File: src/rtl/bft_pkg.sv
`default_nettype none

package bft_pkg;

    // frame layout
    localparam logic [6:0] PREAMBLE_BITS = 7'd12;
    localparam logic [6:0] DATA_BITS     = 7'd32;

    localparam int unsigned WORD_W  = 32;
    localparam int unsigned TICKS_W = 20;
    localparam int unsigned HALF_W  = 16;
    localparam int unsigned INDEX_W = 6;
    localparam int unsigned CFG_IDX_W  = 2;
    localparam int unsigned CFG_DATA_W = 20;

    // configuration register indexes
    localparam logic [CFG_IDX_W-1:0] REG_TX_ENABLED  = 2'd0;
    localparam logic [CFG_IDX_W-1:0] REG_BIT_TICKS   = 2'd1;
    localparam logic [CFG_IDX_W-1:0] REG_SYNC_TICKS  = 2'd2;
    localparam logic [CFG_IDX_W-1:0] REG_SPACE_TICKS = 2'd3;

    // register reset values
    localparam logic [HALF_W-1:0]  BIT_TICKS_RST   = 16'd1400;
    localparam logic [HALF_W-1:0]  SYNC_TICKS_RST  = 16'd4200;
    localparam logic [TICKS_W-1:0] SPACE_TICKS_RST = 20'd10000;

    // input command codes
    localparam logic CMD_TICK  = 1'b0;
    localparam logic CMD_START = 1'b1;

    typedef enum logic [2:0] {
        PH_IDLE = 3'd0,
        PH_PRE  = 3'd1,
        PH_GAP  = 3'd2,
        PH_SYNC = 3'd3,
        PH_DATA = 3'd4
    } phase_t;

    typedef struct packed {
        logic              cmd;
        logic [WORD_W-1:0] raw_word;
    } bft_in_t;

    typedef struct packed {
        logic pin_level;
        logic busy_res;
        logic frame_done;
    } bft_out_t;

    typedef struct packed {
        logic               tx_enabled;
        logic [HALF_W-1:0]  bit_ticks;
        logic [HALF_W-1:0]  sync_ticks;
        logic [TICKS_W-1:0] space_ticks;
    } bft_cfg_t;

endpackage

`default_nettype wire

File: src/rtl/bft_cfg_regs.sv
`default_nettype none

module bft_cfg_regs (
    input  wire logic                             clk,
    input  wire logic                             rst_n,
    input  wire logic                             wr_en,
    input  wire logic [bft_pkg::CFG_IDX_W-1:0]    wr_index,
    input  wire logic [bft_pkg::CFG_DATA_W-1:0]   wr_data,
    output bft_pkg::bft_cfg_t                     cfg
);
    import bft_pkg::*;

    bft_cfg_t cfg_reg;
    bft_cfg_t cfg_next;

    always_comb
    begin
        cfg_next = cfg_reg;
        if (wr_en)
        begin
            unique case (wr_index)
                REG_TX_ENABLED:  cfg_next.tx_enabled  = wr_data[0];
                REG_BIT_TICKS:   cfg_next.bit_ticks   = wr_data[HALF_W-1:0];
                REG_SYNC_TICKS:  cfg_next.sync_ticks  = wr_data[HALF_W-1:0];
                REG_SPACE_TICKS: cfg_next.space_ticks = wr_data[TICKS_W-1:0];
            endcase
        end
    end

    always_ff @(posedge clk or negedge rst_n)
    begin
        if (!rst_n)
        begin
            cfg_reg.tx_enabled  <= 1'b0;
            cfg_reg.bit_ticks   <= BIT_TICKS_RST;
            cfg_reg.sync_ticks  <= SYNC_TICKS_RST;
            cfg_reg.space_ticks <= SPACE_TICKS_RST;
        end
        else
        begin
            cfg_reg <= cfg_next;
        end
    end

    assign cfg = cfg_reg;

endmodule

`default_nettype wire

File: src/rtl/bft_seq.sv
`default_nettype none

module bft_seq (
    input  wire logic           clk,
    input  wire logic           rst_n,
    input  wire logic           step,
    input  bft_pkg::bft_in_t    item,
    input  bft_pkg::bft_cfg_t   cfg,
    output bft_pkg::bft_out_t   res
);
    import bft_pkg::*;

    phase_t              phase_reg,  phase_next;
    logic [INDEX_W-1:0]  bit_index_reg, bit_index_next;
    logic                second_half_reg, second_half_next;
    logic [TICKS_W-1:0]  ticks_left_reg, ticks_left_next;
    logic [WORD_W-1:0]   payload_reg, payload_next;

    logic [TICKS_W-1:0]  half_bit;
    logic [TICKS_W-1:0]  half_sync;
    logic [TICKS_W-1:0]  ticks_dec;
    logic [INDEX_W-1:0]  index_inc;
    logic                busy_now;

    // pin level for a given sequencer state
    function automatic logic level_of(
        input phase_t             ph,
        input logic               sh,
        input logic [INDEX_W-1:0] bi,
        input logic [WORD_W-1:0]  word
    );
        logic b;
        logic lvl;
        b = (bi[INDEX_W-1] == 1'b0) ? word[bi[INDEX_W-2:0]] : 1'b0;
        unique case (ph)
            PH_PRE, PH_SYNC: lvl = ~sh;
            PH_DATA:         lvl = b ? ~sh : sh;
            default:         lvl = 1'b0;
        endcase
        return lvl;
    endfunction

    assign half_bit  = (cfg.bit_ticks == '0) ? TICKS_W'(1)
                                             : {{(TICKS_W-HALF_W){1'b0}}, cfg.bit_ticks};
    assign half_sync = (cfg.sync_ticks == '0) ? TICKS_W'(1)
                                              : {{(TICKS_W-HALF_W){1'b0}}, cfg.sync_ticks};
    assign ticks_dec = (ticks_left_reg == '0) ? '0 : ticks_left_reg - TICKS_W'(1);
    assign index_inc = bit_index_reg + INDEX_W'(1);
    assign busy_now  = (phase_reg != PH_IDLE);

    always_comb
    begin
        phase_next       = phase_reg;
        bit_index_next   = bit_index_reg;
        second_half_next = second_half_reg;
        ticks_left_next  = ticks_left_reg;
        payload_next     = payload_reg;
        res.pin_level    = level_of(phase_reg, second_half_reg, bit_index_reg, payload_reg);
        res.busy_res     = busy_now;
        res.frame_done   = 1'b0;

        if (item.cmd == CMD_START)
        begin
            // start takes no time; result reflects the state after it
            if (!busy_now && cfg.tx_enabled)
            begin
                payload_next     = item.raw_word;
                phase_next       = PH_PRE;
                bit_index_next   = '0;
                second_half_next = 1'b0;
                ticks_left_next  = half_bit;
                res.pin_level    = 1'b1;
                res.busy_res     = 1'b1;
            end
        end
        else if (busy_now)
        begin
            ticks_left_next = ticks_dec;
            if (ticks_dec == '0)
            begin
                // segment used up: move on
                unique case (phase_reg)
                    PH_PRE, PH_DATA:
                    begin
                        if (!second_half_reg)
                        begin
                            second_half_next = 1'b1;
                            ticks_left_next  = half_bit;
                        end
                        else
                        begin
                            second_half_next = 1'b0;
                            bit_index_next   = index_inc;
                            if (phase_reg == PH_PRE && {1'b0, index_inc} >= PREAMBLE_BITS)
                            begin
                                bit_index_next = '0;
                                if (cfg.space_ticks == '0)
                                begin
                                    phase_next      = PH_SYNC;
                                    ticks_left_next = half_sync;
                                end
                                else
                                begin
                                    phase_next      = PH_GAP;
                                    ticks_left_next = cfg.space_ticks;
                                end
                            end
                            else if (phase_reg == PH_DATA &&
                                     ({1'b0, index_inc} >= DATA_BITS || index_inc == '0))
                            begin
                                phase_next      = PH_IDLE;
                                bit_index_next  = '0;
                                ticks_left_next = '0;
                                res.frame_done  = 1'b1;
                            end
                            else
                            begin
                                ticks_left_next = half_bit;
                            end
                        end
                    end
                    PH_GAP:
                    begin
                        phase_next       = PH_SYNC;
                        second_half_next = 1'b0;
                        ticks_left_next  = half_sync;
                    end
                    PH_SYNC:
                    begin
                        if (!second_half_reg)
                        begin
                            second_half_next = 1'b1;
                            ticks_left_next  = half_sync;
                        end
                        else
                        begin
                            phase_next       = PH_DATA;
                            second_half_next = 1'b0;
                            bit_index_next   = '0;
                            ticks_left_next  = half_bit;
                        end
                    end
                    default:
                    begin
                        phase_next = PH_IDLE;
                    end
                endcase
            end
        end
    end

    always_ff @(posedge clk or negedge rst_n)
    begin
        if (!rst_n)
        begin
            phase_reg       <= PH_IDLE;
            bit_index_reg   <= '0;
            second_half_reg <= 1'b0;
            ticks_left_reg  <= '0;
            payload_reg     <= '0;
        end
        else if (step)
        begin
            phase_reg       <= phase_next;
            bit_index_reg   <= bit_index_next;
            second_half_reg <= second_half_next;
            ticks_left_reg  <= ticks_left_next;
            payload_reg     <= payload_next;
        end
    end

    // an active frame always has time left in its segment
    assert property (@(posedge clk) disable iff (!rst_n)
        (phase_reg != PH_IDLE) |-> (ticks_left_reg != '0))
        else $error("bft_seq: active segment with no ticks left");

    // idle leaves counters cleared
    assert property (@(posedge clk) disable iff (!rst_n)
        (phase_reg == PH_IDLE) |-> (ticks_left_reg == '0 && bit_index_reg == '0
                                    && !second_half_reg))
        else $error("bft_seq: idle with stale counters");

    // a start during a frame leaves the payload alone
    assert property (@(posedge clk) disable iff (!rst_n)
        (step && item.cmd == CMD_START && phase_reg != PH_IDLE) |=> $stable(payload_reg))
        else $error("bft_seq: payload changed by ignored start");

    // frame end reported only from the data phase and drops to idle
    assert property (@(posedge clk) disable iff (!rst_n)
        (step && res.frame_done) |-> (phase_reg == PH_DATA && phase_next == PH_IDLE))
        else $error("bft_seq: frame end outside data phase");

endmodule

`default_nettype wire

File: src/rtl/biphase_frame_transmitter_top.sv
`default_nettype none

// biphase frame transmitter: every input beat is either a time tick or a
// start request carrying a 32-bit word, and every beat yields exactly one
// result beat with the pin level, the busy flag and the frame-end flag.
// a frame is twelve preamble ones (high/low, bit_ticks per half), a low gap
// of space_ticks, a sync pulse (high/low, sync_ticks per half) and 32 data
// bits lsb first (one = high then low, zero = low then high). starts are
// dropped while busy or while tx_enabled is clear. throughput is one beat per
// clock while out_ready holds: a beat lands in an input register, the frame
// sequencer updates its state and forms the result in one pass, and the
// result is held in an output register until it is taken. ready is
// combinational from out_ready through both stages; a beat is still taken
// while a result waits as long as the input register is empty.
// configuration writes are taken in any cycle (cfg_ready is tied high) and
// must only be issued while no frame or result beat is outstanding.

module biphase_frame_transmitter_top (
    input  wire logic                            clk,
    input  wire logic                            rst_n,
    // input beats
    input  wire logic                            in_valid,
    output logic                                 in_ready,
    input  bft_pkg::bft_in_t                     in_item,
    // result beats
    output logic                                 out_valid,
    input  wire logic                            out_ready,
    output bft_pkg::bft_out_t                    out_item,
    // register writes
    input  wire logic                            cfg_valid,
    output logic                                 cfg_ready,
    input  wire logic [bft_pkg::CFG_IDX_W-1:0]   cfg_index,
    input  wire logic [bft_pkg::CFG_DATA_W-1:0]  cfg_data
);
    import bft_pkg::*;

    // input stage
    logic      in_vld_reg;
    bft_in_t   in_item_reg;
    // result stage
    logic      out_vld_reg;
    bft_out_t  out_item_reg;

    bft_cfg_t  cfg;
    bft_out_t  seq_res;
    logic      advance;

    // the buffered beat moves into the result register when that one is empty or being taken
    assign advance   = in_vld_reg && (!out_vld_reg || out_ready);
    assign in_ready  = !in_vld_reg || advance;
    assign cfg_ready = 1'b1;

    bft_cfg_regs u_cfg (
        .clk      (clk),
        .rst_n    (rst_n),
        .wr_en    (cfg_valid && cfg_ready),
        .wr_index (cfg_index),
        .wr_data  (cfg_data),
        .cfg      (cfg)
    );

    // frame sequencer: state advances once per beat leaving the input stage
    bft_seq u_seq (
        .clk   (clk),
        .rst_n (rst_n),
        .step  (advance),
        .item  (in_item_reg),
        .cfg   (cfg),
        .res   (seq_res)
    );

    always_ff @(posedge clk or negedge rst_n)
    begin
        if (!rst_n)
        begin
            in_vld_reg  <= 1'b0;
            out_vld_reg <= 1'b0;
        end
        else
        begin
            if (in_ready)
            begin
                in_vld_reg <= in_valid;
            end
            if (advance)
            begin
                out_vld_reg <= 1'b1;
            end
            else if (out_ready)
            begin
                out_vld_reg <= 1'b0;
            end
        end
    end

    // payload registers, no reset
    always_ff @(posedge clk)
    begin
        if (in_valid && in_ready)
        begin
            in_item_reg <= in_item;
        end
        if (advance)
        begin
            out_item_reg <= seq_res;
        end
    end

    assign out_valid = out_vld_reg;
    assign out_item  = out_item_reg;

endmodule

`default_nettype wire
File: config.mk
export PLATFORM = sky130hd
export DESIGN_NAME = biphase_frame_transmitter_top
export DESIGN_NICKNAME = d
export VERILOG_FILES = /design/src/rtl/bft_pkg.sv /design/src/rtl/bft_cfg_regs.sv /design/src/rtl/bft_seq.sv /design/src/rtl/biphase_frame_transmitter_top.sv
export SDC_FILE = /design/constraint.sdc
export NUM_CORES = 1
export LEC_CHECK = 0
export BUFFER_PORTS_ARGS = -buffer_cell sky130_fd_sc_hd__clkbuf_2
export CORE_MARGIN = 3
export CORE_UTILIZATION = 30
export CTS_BUF_LIST = sky130_fd_sc_hd__clkbuf_8
export DETAILED_ROUTE_END_ITERATION = 7
export MAX_ROUTING_LAYER = met4
export SETUP_SLACK_MARGIN = 0.02
export SLEW_MARGIN = 20
export SYNTH_ARGS = -nofsm -noshare
export SYNTH_HDL_FRONTEND = slang
export SYNTH_HIERARCHICAL = 1
export SYNTH_SLANG_ARGS = --single-unit
File: constraint.sdc
create_clock -name clk -period 2.85 [get_ports clk]
set_input_delay 0.57 -clock clk [delete_from_list [all_inputs] [get_ports clk]]
set_output_delay 0.57 -clock clk [all_outputs]
set_load 0.1 [all_outputs]
* Yosys cells after proc, flatten, opt, wreduce, memory -nomap -nowiden
Index checks and enable logic that the tools add are counted.
** Word-level totals
- Bits in registers :: 153
- Input bits :: 60
- Output and inout bits :: 6
- Logic and storage cells :: 121
** Cells by class
- $add $sub $neg :: 2
- $lt $le $gt $ge :: 3
- Eq/ne operators :: 11
- Mux-type cells :: 48
- Bitwise gates (word level) :: 4
- Reduce and logical (&&, ||, !) cells :: 37
** Operators with widths (number)
- 2-to-1 mux 20 bit :: 10
- zero test 20 bit :: 3
- case mux 20 bit (3 select lines) :: 1
- 2-to-1 mux 6 bit :: 8
- zero test 16 bit :: 2
- 2-to-1 mux 16 bit :: 2
- 2-to-1 mux 3 bit :: 8
- subtractor 20 x 1 -> 20 bit, second input constant :: 1
- AND reduction 7 bit :: 2
- 2-to-1 mux 1 bit :: 12
- case mux 6 bit (2 select lines) :: 1
- case mux 3 bit (3 select lines) :: 1
- nonzero test 3 bit :: 3
- AND reduction 2 bit :: 4
- adder 6 x 1 -> 6 bit, second input constant :: 1
- equality test 3 x 2 -> 1 bit, second input constant :: 2
- >= comparator 6 x 4 -> 1 bit, second input constant :: 1
- >= comparator 6 bit, second input constant :: 1
- zero test 6 bit :: 1
- < comparator 5 x 6 -> 1 bit, second input constant :: 1
- inequality test 3 x 2 -> 1 bit, second input constant :: 2
- AND reduction 3 bit :: 2
- nonzero test 2 bit :: 3
- OR reduction 6 bit :: 1
- other kinds (17) :: 32

* Logic depth before layout (Yosys ltp)
Gate-level depths: netlist of the first run.
- Depth after elaboration :: 11
- Gate-level depth with buffers :: 13
- Depth with buffers taken out :: 10

* By module
The synthesis of the first run kept the hierarchy.
** By module, submodules not included
- bft_seq :: times used 1, cells each 499, area an instance 4621.9 um^2, seq. area each 1551.5 um^2
- bft_cfg_regs :: times used 1, cells each 114, area an instance 2107.0 um^2, seq. area each 1345.0 um^2
- biphase_frame_transmitter_top :: times used 1, cells each 46, area an instance 1196.1 um^2, seq. area each 1131.1 um^2

* Worst setup path after synthesis of the first run
OpenSTA, ideal clock, no wires.
- Path kind :: reg2reg
- Start :: register u_seq.ticks_left_reg[0]
- End :: register u_seq.ticks_left_reg[3]
- Library setup time :: 0.081 ns
- Arrival time :: 2.772 ns
- Data required time :: 2.769 ns
- Setup slack :: -0.004 ns
- Cell stages (with the launch flop) :: 14
- Buffers on the path :: 3
- Period minus slack after synthesis :: 2.854 ns
- Path through :: dfrtp_1 buf_2 inv_1 ha_1 clkbuf_1 xor2_1 nor3_1 nand4_1 or4b_4 o31a_4 nor2_8 buf_12 nand4_2 a31oi_2
** On the way
- Longest elaborated chain between the ends :: 6
- Elaborated cells between the ends (all ways) :: 8
- Those cells by class :: add/sub: 1; mux: 5; reduce/logical: 2
** Ends and longest elaborated chain
- start: declaration :: RTL line bft_seq.sv:16 : logic [TICKS_W-1:0] ticks_left_reg, ticks_left_next;
- start signal: assignment :: RTL line bft_seq.sv:167 : ticks_left_reg <= ticks_left_next;
- subtractor 20 x 1 -> 20 bit or zero test 20 bit (tied branches) :: RTL line bft_seq.sv:47 : assign ticks_dec = (ticks_left_reg == '0) ? '0 : ticks_left_reg - TICKS_W'(1);
- 2-to-1 mux 20 bit (*) :: RTL line bft_seq.sv:47
- zero test 20 bit or case mux 20 bit (3 select lines) (tied branches) :: RTL line bft_seq.sv:79, bft_seq.sv:82
- 2-to-1 mux 20 bit (*) :: RTL line bft_seq.sv:79 : if (ticks_dec == '0)
- 2-to-1 mux 20 bit (*) :: RTL line bft_seq.sv:76 : else if (busy_now)
- 2-to-1 mux 20 bit (*) :: RTL line bft_seq.sv:62 : if (item.cmd == CMD_START)
Mark *: on every way between the ends. The rest lies on a longest branch, timed or not. The select of a mux whose other input is x is not followed.
A chain may end at the register's enable or synchronous reset.

* Worst setup path in the final report of the first run
- Start :: register u_seq.ticks_left_reg[4]
- End :: register u_seq.phase_reg[1]
** On the way
- Longest elaborated chain between the ends :: 5
- Elaborated cells between the ends (all ways) :: 6
- Those cells by class :: add/sub: 1; mux: 1; reduce/logical: 4
** Ends and longest elaborated chain
- subtractor 20 x 1 -> 20 bit or zero test 20 bit (tied branches) :: RTL line bft_seq.sv:47
- 2-to-1 mux 20 bit (*) :: RTL line bft_seq.sv:47
- zero test 20 bit (*) :: RTL line bft_seq.sv:79
- nonzero test 2 bit (no source line) (*)
- AND reduction 7 bit (no source line) (*)
- end signal: assignment :: RTL line bft_seq.sv:164 : phase_reg <= phase_next;
- end: declaration :: RTL line bft_seq.sv:13 : phase_t phase_reg, phase_next;
Mark *: on every way between the ends. The rest lies on a longest branch, timed or not.

==> results of run 1 <==
[cell usage after synthesis, drive strengths merged (4+ instances only)]
master / n / area share [%]
dfrtp: 102 / 32
mux2: 86 / 13
nand2: 38 / 1.8
o21ai: 37 / 2.3
edfxtp: 36 / 14
nor2: 34 / 1.8
clkbuf: 31 / 1.5
a21oi: 27 / 1.8
nor4: 20 / 1.8
nor3: 16 / 1.2
dfstp: 15 / 5.0
nand3: 15 / 0.95
or3: 14 / 1.3
buf: 12 / 1.2
nand2b: 12 / 0.95
and2: 11 / 0.90
o31ai: 11 / 1.3
xnor2: 11 / 1.2
a221o: 10 / 1.3
inv: 10 / 0.47
mux4: 10 / 2.8
a21o: 8 / 0.76
a221oi: 8 / 1.4
nor2b: 8 / 0.63
a31oi: 6 / 0.55
nand3b: 6 / 1.0
nand4: 6 / 0.55
xor2: 6 / 0.76
and3: 5 / 0.39
a222oi: 4 / 0.51
o31a: 4 / 0.55
[cell type report]
type,count,share of cell area [%]
Clock buffer,17,2.54
Clock inverter,15,1.24
Inverter,10,0.408
Multi-Input combinational cell,453,40.4
Sequential cell,153,43.8
Tap cell,330,4.49
Timing Repair Buffer,105,7.13
[metal layers]
layer  vias up  routed length (µm)
li1       2640                   -
met1      2848                9380
met2       163                8640
met3        13                 859
met4         0                 215
met5         -                   0
[how the worst max path moves through the flow]
| stage | to | from | cells after the start | slack, ns |
|---|---|---|---|---|
| 2_1_floorplan | u_seq/ticks_left_reg[3]$_DFFE_PN0P_ | u_seq/ticks_left_reg[0]$_DFFE_PN0P_ | 13 | 0.05 |
| 3_3_place_gp | u_seq/ticks_left_reg[19]$_DFFE_PN0P_ | u_seq/ticks_left_reg[0]$_DFFE_PN0P_ | 10 | 0.08 |
| 3_5_place_dp | u_seq/bit_index_reg[4]$_DFFE_PN0P_ | u_seq/ticks_left_reg[0]$_DFFE_PN0P_ | 10 | -0.03 |
| 4_1_cts | u_seq/ticks_left_reg[16]$_DFFE_PN0P_ | u_seq/ticks_left_reg[0]$_DFFE_PN0P_ | 10 | 0.05 |
| 5_1_grt | u_seq/second_half_reg$_DFFE_PN0P_ | u_seq/ticks_left_reg[1]$_DFFE_PN0P_ | 11 | 0.0002 |
| 6_report | u_seq/phase_reg[1]$_DFFE_PN0P_ | u_seq/ticks_left_reg[4]$_DFFE_PN0P_ | 9 | 0.13 |
[cells by family after synthesis]
logic type | Yosys count | share of synthesized area [%]
AND/OR/NAND/NOR | 199 | 14.8
multiplexers | 97 | 16.1
XOR/XNOR | 17 | 1.97
buffers and inverters | 53 | 3.14
other | 1 | 0.0473
adder cells (fa/ha/maj) | 3 | 0.474
flip-flops | 153 | 50.8
AO/OA/AOI/OAI | 136 | 12.6
[worst max-delay path: stages (launching register included)]
cell	delay, ns
dfrtp_1	0.46
or3_4	0.43
nor3_4	0.17
a22oi_1	0.11
or4b_4	0.53
o31ai_4	0.30
a21oi_4	0.12
buf_4	0.16
o31ai_1	0.23
o21ai_1	0.09
[repair_timing]
item / in CTS / in global routing
pin swaps: 0 / 3
endpoints found under the setup margin: 11 / 30
buffers inserted: 0 / 2
gates resized for setup: 2 / 14
[metrics by stage]
step                      setup slack [ns]  std cells  power (W)  hold WS, ns
after floorplan                     0.0513        659    0.00468        0.274
after global placement              0.0759       1049    0.00536        0.457
after detailed placement           -0.0274       1049    0.00538        0.465
after CTS                           0.0459       1081    0.00690        0.222
after global routing              0.000160       1083    0.00732        0.242
final                                0.132       1083    0.00690        0.174
[power groups by stage]
stage                     Combinational (W)  Clock [W]  Sequential (W)
final                               0.00212    0.00149         0.00330
after global routing                0.00231    0.00164         0.00338
after CTS                           0.00208    0.00154         0.00328
after detailed placement            0.00206          0         0.00332
after global placement              0.00205          0         0.00331
after floorplan                     0.00148          0         0.00320
==> metrics.cfg, run 1 <==
[outcome]
outcome=complete, no violations

[pwr]
p_int_w=0.00446
p_switching_w=0.00244
leakage_nw=3.75
p_sw_share_pct=35.4
pwr-share-clk_pct=21.6
peakVddDrop_uv=320
p_seq_share_pct=47.8
p_comb_share_pct=30.6
power.density_nw_per_um2=751

[yosys]
synth-main-ff-cell=dfrtp_1
syn_area_per_cell_um2=12.0
netlist_instances=659
async_flop_share_pct=76.5
yosysUniqueCellTypes=83
ys_ff_latch=153
netlist_area_um2=7930
yosys_warnings=6
syn-num-nets=722
synth_seq_area_share_pct=50.8
synth_edf_count=36

[timing]
slew_headroom_pct=34.3
tns_ns=0
fin_skew_ns=0.0166
timing_hold_violations_final=0
min_period_over_period_pct=95.4
rsz0062_at_grt=yes
drv_slew=0
fmax_ghz=0.368
worst_pin_slew_ns=0.981
setup_viol=0
fin_crit_ns=2.72

[cts]
cts.clk_slew.worst_paths_ns=0.08
htree_levels=4
clk_latency_ns=0.45
root_buffer=clkbuf_8
cts_tree=yes
cts_buffer_depth=2
cts.sinks=153
holdBufCountCts=0
cts_buffers=17

[global_route]
met2_usage_pct=20.9
grt-busiest-layer=met2
grt_max_degree=118
grt_pass1_wl_um=31300
grt.overflow.total=0
first_global_vias=5629
grtUsageMet1_pct=20.5
antenna_found_initial=0
grtUsageTotal_pct=14.2
use_met3_pct=2.06

[critical_path]
r2r-end=u_seq/phase_reg[1]$_DFFE_PN0P_
rr_startpoint=u_seq/ticks_left_reg[4]$_DFFE_PN0P_
regToRegSetupSlack_ns=0.13
cp_data_arrival_time_ns=3.04
start_kind=flip-flop
crit_fanout=5
reg2reg_depth=9
cp.required_ns=3.17
worst_setup_path_end_kind=flip-flop
critPathKind=reg2reg

[detailed_routing]
drt_pre_antenna_iters=5
remaining_drc_errors=0
avgRoutedWirePerCell_um=17.6
routed_wl_um=19100
viasPerCell=5.23
final_antenna_net_count=0
first_iter_violations=585
vias=5664

[final_layout]
nets=803
area_growth_pct=16.0
final_cell_mix=100 x dfrtp_1, 65 x mux2_2, 63 x clkbuf_2
multiInputGateArea_um2=3710
antenna_cells=0
mostFrequentLayoutCell=dfrtp_1
n_fill_cell=2559
post-route-util_pct=36.0
largest_reg_flops=53
final_cell_area_um2=9200
drive_gt1_share_pct=38.1
seq_area_um2=4030

[floorplan]
start_util_pct=31.0
die-area_um2=28400
design.core.area_um2=25500
die_x_um=169
core.rowCount=58
ios=66
dieHeight_um=169

[placed_design]
gp_congestion=0.937
dpl-instance-area_um2=8770
hpwl_um=13700
portBuffers=64

[hold_path]
min_path_type=in2async

[run]
cap_violations=0

Note: power is estimated with default switching activity, not from simulation.
==> run 2: changes to the inputs <==
--- a/config.mk
+++ b/config.mk
@@ -5,6 +5,7 @@
 export SDC_FILE = /design/constraint.sdc
 export NUM_CORES = 1
 export LEC_CHECK = 0
+export ABC_AREA = 1
 export BUFFER_PORTS_ARGS = -buffer_cell sky130_fd_sc_hd__clkbuf_2
 export CORE_MARGIN = 3
 export CORE_UTILIZATION = 30
==> run 2 against run 1 <==
Compared with the run above: flip-flop and latch count did not move; non-clock buffer count is 11 lower; register-to-register slack gained 0.12 ns; clock power is 20% higher; die area grew 14%; critical path depth up 5; global-route usage grew 1.8 points; maximum frequency grew 4.8%; wire length is 33% higher; sequential share of layout area is 4.4 points lower; synthesized area increased by 14%; largest cell class is now multi-input gates.
==> metrics.cfg, run 2 <==
[outcome]
outcome=complete, no violations

[cts]
htree_levels=4  ; unchanged
cts_tree=yes
root_buffer=clkbuf_8
cts.sinks=153  ; unchanged
cts.clk_slew.worst_paths_ns=0.09  ; about the same
holdBufCountCts=0  ; unchanged
clk_latency_ns=0.46  ; about the same
cts_buffer_depth=2  ; unchanged
cts_buffers=17  ; unchanged

[yosys]
yosysTopAreaCellShare_pct=28.2  ; -4.0 points
yosysUniqueCellTypes=45  ; -46%
syn-num-nets=1292  ; +79%
synth_common_cells=493 x nand2_1, 118 x inv_1, 102 x dfrtp_1
yosys.area.top_type=dfrtp_1
netlist_area_um2=9040  ; +14%
synth-main-ff-cell=dfrtp_1
netlist_top_cells_area=dfrtp_1 28%, nand2_1 20%, edfxtp_1 12%
yosys_warnings=6  ; unchanged
syn_area_per_cell_um2=7.36  ; -39%
async_flop_share_pct=76.5  ; unchanged
ys_ff_latch=153  ; unchanged
synth_edf_count=36  ; unchanged
netlist_instances=1229  ; +86%
synthMostInstantiatedCell=nand2_1
synth_seq_area_share_pct=44.5  ; -6.3 points

[detailed_routing]
viasPerCell=4.85  ; -7.2%
remaining_drc_errors=0  ; unchanged
vias=8189  ; +45%
routed_wl_um=25400  ; +33%
drt_pre_antenna_iters=5  ; unchanged
avgRoutedWirePerCell_um=15.0  ; -15%
first_iter_violations=606  ; +3.6%
final_antenna_net_count=0  ; unchanged

[timing]
drv_slew=0  ; unchanged
slew_headroom_pct=36.2  ; +1.9 points
fin_crit_ns=2.59  ; -0.125 ns
timing_hold_violations_final=0  ; unchanged
fmax_ghz=0.386  ; +4.8%
min_period_over_period_pct=91.0  ; -4.4 points
rsz0062_at_grt=yes
holdWs_ns=0.196  ; +0.0220 ns
tns_ns=0  ; unchanged
setup_viol=0  ; unchanged
worst_pin_slew_ns=0.955  ; -0.0261 ns
fin_skew_ns=0.0161  ; -0.000483 ns

[critical_path]
startpoint=u_seq/ticks_left_reg[5]$_DFFE_PN0P_
critPathKind=reg2reg
cp_cell_sequence=nor2_1 > nand2_1 > nor2_1 > nand3_1 > nand3_2 > nand2_1 > inv_1 > nand2_1 > nor2_1 > nand3_2 > o21bai_4 > nand2_1 > nand2_1 > nand2_1
rr_startpoint=u_seq/ticks_left_reg[5]$_DFFE_PN0P_
max_stage_delay_ns=0.46  ; -0.07 ns
crit_top_cell=nand2_1
slowest_stage=dfrtp_1
regToRegSetupSlack_ns=0.26  ; +0.12 ns
start_kind=flip-flop
worst_setup_path_end_kind=flip-flop
crit_buf_inv=1  ; unchanged
cp.required_ns=3.19  ; +0.02 ns
cp_data_arrival_time_ns=2.93  ; -0.11 ns
cp_top_family=simple AND/OR/NAND/NOR gates
crit_fanout=7  ; +2

[floorplan]
dieHeight_um=180  ; +6.6%
die_x_um=180  ; +6.6%
start_util_pct=31.0  ; about the same
die-area_um2=32300  ; +14%
core.rowCount=62  ; +6.9%
design.core.area_um2=29200  ; +14%
ios=66  ; unchanged

[pwr]
pwr-share-clk_pct=21.5  ; about the same
p_comb_share_pct=39.1  ; +8.5 points
peakVddDrop_uv=320  ; about the same
power.density_nw_per_um2=815  ; +8.5%
p_int_w=0.00470  ; +5.3%
leakage_nw=5.17  ; +38%
p_sw_share_pct=43.6  ; +8.1 points
p_seq_share_pct=39.4  ; -8.4 points
p_switching_w=0.00362  ; +48%

[final_layout]
antenna_cells=0  ; unchanged
area_growth_pct=13.0
drive_gt1_share_pct=15.3  ; -23 points
largest_reg_flops=53  ; unchanged
mostFrequentLayoutCell=nand2_1
nets=1354  ; +69%
final_cell_area_um2=10200  ; +11%
seq_area_um2=4030  ; about the same
n_fill_cell=3184  ; +24%
multiInputGateArea_um2=4260  ; +15%
final_cell_mix=492 x nand2_1, 116 x inv_1, 102 x dfrtp_1

[hold_path]
min_path_type=in2async

[global_route]
grt.overflow.total=0  ; unchanged
grtUsageTotal_pct=15.9  ; +1.8 points
antenna_found_initial=0  ; unchanged
first_global_vias=7737  ; +37%
grt_pass1_wl_um=41300  ; +32%
grt_max_degree=118  ; unchanged

[placed_design]
portBuffers=64  ; unchanged
dpl-instance-area_um2=9730  ; +11%
hpwl_um=18400  ; +35%
gp_congestion=0.900  ; -4.0%

[run]
cap_violations=0  ; unchanged

-- run 2: cell count changes after synthesis, sizes merged, moves of 17 or more --
| cell | before | now |
|---|---|---|
| nand2 | 38 | 499 |
| inv | 10 | 121 |
| nor4 | 20 | 3 |
| nand4 | 6 | 81 |
| nor2 | 34 | 108 |
| buf | 12 | 33 |
| nand3 | 15 | 100 |
| mux2 | 86 | 2 |
-- run 2: logic make-up after synthesis --
group	share of synthesized area (%)
DFF	44.5
and+or+nand+nor	39.7
other	0.0415
xor gates and xnor gates	0.194
adders and majority gates	0.415
AOI/OAI and AO/OA	5.70
buffers and inverters	8.94
muxes	0.471
-- run 2: cell type report --
type	instances	share of cell area (%)
timing repair buffer	94	5.49
sequential	153	39.4
clock inverter	14	1.73
clock buffer	18	2.42
multi-input combinational	902	41.7
tap	384	4.70
inverter	123	4.52
-- run 2: through the flow --
step	power [W]	utilization, %	worst slack, ns	instances
2_1_floorplan	0.00553	-	0.242	1229
3_3_place_gp	0.00645	33.3	0.0198	1653
5_1_grt	0.00898	35.0	-0.0659	1688
3_5_place_dp	0.00646	33.3	0.0569	1653
6_report	0.00832	35.0	0.256	1688
4_1_cts	0.00829	34.8	0.0210	1685
-- run 2: final timing paths --
path | depth (start not counted) | end
max | 14 | u_seq/bit_index_reg[1]$_DFFE_PN0P_
min | 2 | u_seq/ticks_left_reg[12]$_DFFE_PN0P_
max reg2reg | 14 | u_seq/bit_index_reg[1]$_DFFE_PN0P_
min reg2reg | 2 | u_seq/payload_reg[20]$_DFFE_PN0P_
max in group asynchronous | 2 | u_cfg/cfg[30]$_DFFE_PN0P_
min in group clk | 1 | in_item_reg[25]$_DFFE_PP_
-- run 2: repair_timing --
item	4_1_cts	5_1_grt
resized for setup	0	10
buffers inserted	0	2
endpoints found under the setup margin	0	44
-- run 2: routing by layer --
metal  track usage (%)  part of all wire [%]  vias up  wire length (µm)
met5                 -                     0        -                 0
met3              2.22                   4.0       25              1010
met1              23.3                    51     3844             12900
li1                  -                     -     4108                 -
met4              4.02                   1.2        0               295
met2              23.2                    44      212             11100
-- run 2: power by group through the flow --
| stage | Sequential (W) | Clock (W) | Combinational, W |
|---|---|---|---|
| final | 0.00328 | 0.00179 | 0.00325 |
| after global routing | 0.00335 | 0.00195 | 0.00367 |
| after CTS | 0.00327 | 0.00185 | 0.00317 |
| after detailed placement | 0.00331 | 0 | 0.00315 |
| after global placement | 0.00331 | 0 | 0.00314 |
| after floorplan | 0.00323 | 0 | 0.00231 |
==> run 3: changes to the inputs <==
--- a/config.mk
+++ b/config.mk
@@ -11,7 +11,6 @@
 export CORE_UTILIZATION = 30
 export CTS_BUF_LIST = sky130_fd_sc_hd__clkbuf_8
 export DETAILED_ROUTE_END_ITERATION = 7
-export MAX_ROUTING_LAYER = met4
 export SETUP_SLACK_MARGIN = 0.02
 export SLEW_MARGIN = 20
 export SYNTH_ARGS = -nofsm -noshare
==> run 3 against run 2 <==
Compared with the run above: wire length up 0.30%; utilization is 0.14 points lower; sequential power hardly changed; flip-flop and latch count is the same; die area unchanged; critical endpoint is now u_seq/ticks_left_reg[18]$_DFFE_PN0P_.
==> metrics.cfg, run 3 (synthesis gave the netlist of run 2 again) <==
[outcome]
outcome=complete, no violations

[pwr]
p_total_w=0.00807  ; -3.0%
p_int_w=0.00448  ; -4.6%
p_comb_share_pct=40.1  ; +1.0 points
leakage_nw=5.16  ; -0.10%
peakVddDrop_uv=367  ; +14%
power.density_nw_per_um2=793  ; -2.7%
p_seq_share_pct=40.9  ; +1.5 points
pwr-share-clk_pct=19.0  ; -2.5 points
p_switching_w=0.00359  ; -0.97%
p_sw_share_pct=44.5  ; +0.93 points

[cts]
clk_latency_ns=0.46  ; about the same
cts_buffers=17  ; unchanged
cts.clk_slew.worst_paths_ns=0.09  ; about the same
cts.sinks=153  ; unchanged
cts_buffer_depth=2  ; unchanged
holdBufCountCts=0  ; unchanged
root_buffer=clkbuf_8
cts_tree=yes
htree_levels=4  ; unchanged

[final_layout]
mostFrequentLayoutCell=nand2_1
antenna_cells=0  ; unchanged
drive_gt1_share_pct=15.5  ; +0.13 points
area_growth_pct=12.6
nets=1356  ; +0.15%
largest_reg_flops=53  ; unchanged
final_cell_mix=493 x nand2_1, 117 x inv_1, 102 x dfrtp_1
final_cell_area_um2=10200  ; -0.39%
n_fill_cell=3199  ; +0.47%

[timing]
rsz0062_at_grt=no
slew_headroom_pct=35.8  ; -0.47 points
timing_hold_violations_final=0  ; unchanged
tns_ns=0  ; unchanged
fmax_ghz=0.381  ; -1.1%
setup_viol=0  ; unchanged
drv_slew=0  ; unchanged
fin_crit_ns=2.62  ; +0.0295 ns
fin_skew_ns=0.0201  ; +0.00402 ns
worst_pin_slew_ns=0.962  ; +0.00702 ns
min_period_over_period_pct=92.0  ; +1.0 points

[detailed_routing]
remaining_drc_errors=0  ; unchanged
final_antenna_net_count=0  ; unchanged
viasPerCell=4.88  ; +0.58%
routed_wl_um=25400  ; +0.30%
drt_pre_antenna_iters=5  ; unchanged
vias=8246  ; +0.70%
first_iter_violations=641  ; +5.8%
avgRoutedWirePerCell_um=15.1  ; +0.18%

[floorplan]
start_util_pct=31.0  ; unchanged
core.rowCount=62  ; unchanged
die-area_um2=32300  ; unchanged
dieHeight_um=180  ; unchanged
die_x_um=180  ; unchanged
ios=66  ; unchanged
design.core.area_um2=29200  ; unchanged

[global_route]
met2_usage_pct=23.4  ; +0.27 points
grt_max_degree=53  ; -55%
use_met3_pct=2.10  ; -0.12 points
grtUsageTotal_pct=15.7  ; -0.23 points
first_global_vias=8007  ; +3.5%
antenna_found_initial=0  ; unchanged
grt_pass1_wl_um=41800  ; +1.3%
grt.overflow.total=0  ; unchanged
grt-busiest-layer=met1
grtUsageMet1_pct=23.6  ; +0.24 points

[critical_path]
r2r-end=u_seq/ticks_left_reg[18]$_DFFE_PN0P_
start_kind=flip-flop
cp_data_arrival_time_ns=2.96  ; +0.03 ns
cp.required_ns=3.19  ; about the same
max_stage_delay_ns=0.49  ; +0.03 ns
worst-path-stages=12  ; -2
crit_buf_inv=1  ; unchanged
reg2reg_depth=12  ; -2
cp_cell_sequence=nor2_2 > nand2_2 > nor2_1 > nand3_2 > nand2_1 > nand4_1 > nor2_1 > nand3_2 > inv_1 > nand2_1 > nand3_1 > o21ai_0
worst_setup_path_end_kind=flip-flop
regToRegSetupSlack_ns=0.23  ; -0.03 ns
slowest_stage=dfrtp_1
rr_startpoint=u_seq/ticks_left_reg[7]$_DFFE_PN0P_
cp_top_family=simple AND/OR/NAND/NOR gates
critPathKind=reg2reg
crit_fanout=8  ; +1

[placed_design]
hpwl_um=18700  ; +1.7%
portBuffers=64  ; unchanged
dpl-instance-area_um2=9730  ; about the same
gp_congestion=0.903  ; +0.34%

[run]
cap_violations=0  ; unchanged

[hold_path]
min_path_type=in2async

[run 3: changes by cell type in the layout (fill, tap and decap cells not counted), sizes merged]
cell	change
clkinv	+5
buf	+3
bufinv	-2
clkbuf	-1
clkinvlp	-1
inv	-1
nand3	-1
[run 3: final cells by class]
cell class,count,area (µm²),share of cell area (%)
multi-input combinational,901,4260,41.9
inverter,123,462,4.54
sequential,153,4030,39.6
clock buffer,17,234,2.30
timing repair buffer,97,596,5.85
tap,384,480,4.72
clock inverter,15,115,1.13
[run 3: repair_timing]
item	in CTS	in global routing
endpoints found under the setup margin	0	30
setup buffers	0	4
gates resized for setup	0	12
[run 3: worst register-to-register path: cells and delay by family, from the launching register on]
kind / cells / cell delay [ns]
AOI/OAI and AO/OA: 1 / 0.10
and+or+nand+nor: 10 / 1.65
buffers and inverters: 1 / 0.28
DFF: 1 / 0.49
[run 3: metrics by stage]
step / util (%) / setup WS (ns) / hold WS, ns / cells
5_1_grt: 34.9 / 0.0248 / 0.0841 / 1690
3_3_place_gp: 33.4 / 0.0939 / 0.438 / 1654
3_5_place_dp: 33.4 / 0.0770 / 0.435 / 1654
6_report: 34.9 / 0.227 / 0.0827 / 1690
2_1_floorplan: - / 0.242 / 0.274 / 1229
4_1_cts: 34.6 / 0.0578 / 0.0602 / 1686
[run 3: worst max path at each step]
stage | slack (ns) | start | end
4_1_cts | 0.06 | u_seq/ticks_left_reg[7]$_DFFE_PN0P_ | u_seq/bit_index_reg[0]$_DFFE_PN0P_
2_1_floorplan | 0.24 | out_valid$_DFFE_PN0P_ | in_item_reg[0]$_DFFE_PP_
5_1_grt | 0.02 | u_seq/ticks_left_reg[7]$_DFFE_PN0P_ | u_seq/bit_index_reg[0]$_DFFE_PN0P_
6_report | 0.23 | u_seq/ticks_left_reg[7]$_DFFE_PN0P_ | u_seq/ticks_left_reg[18]$_DFFE_PN0P_
3_5_place_dp | 0.08 | u_seq/ticks_left_reg[7]$_DFFE_PN0P_ | u_seq/bit_index_reg[0]$_DFFE_PN0P_
3_3_place_gp | 0.09 | u_seq/ticks_left_reg[7]$_DFFE_PN0P_ | u_seq/ticks_left_reg[19]$_DFFE_PN0P_
[run 3: power groups by stage]
stage	registers (W)	clock network (W)	logic [W]
5_1_grt	0.00337	0.00168	0.00369
3_5_place_dp	0.00332	0	0.00316
6_report	0.00330	0.00153	0.00323
4_1_cts	0.00329	0.00160	0.00318
3_3_place_gp	0.00333	0	0.00312
2_1_floorplan	0.00323	0	0.00231
[run 3: metal layers]
metal,up-vias,part of all wire [%]
met3,30,4.5
met4,0,1.8
li1,4107,-
met2,236,44
met1,3873,50
met5,-,0
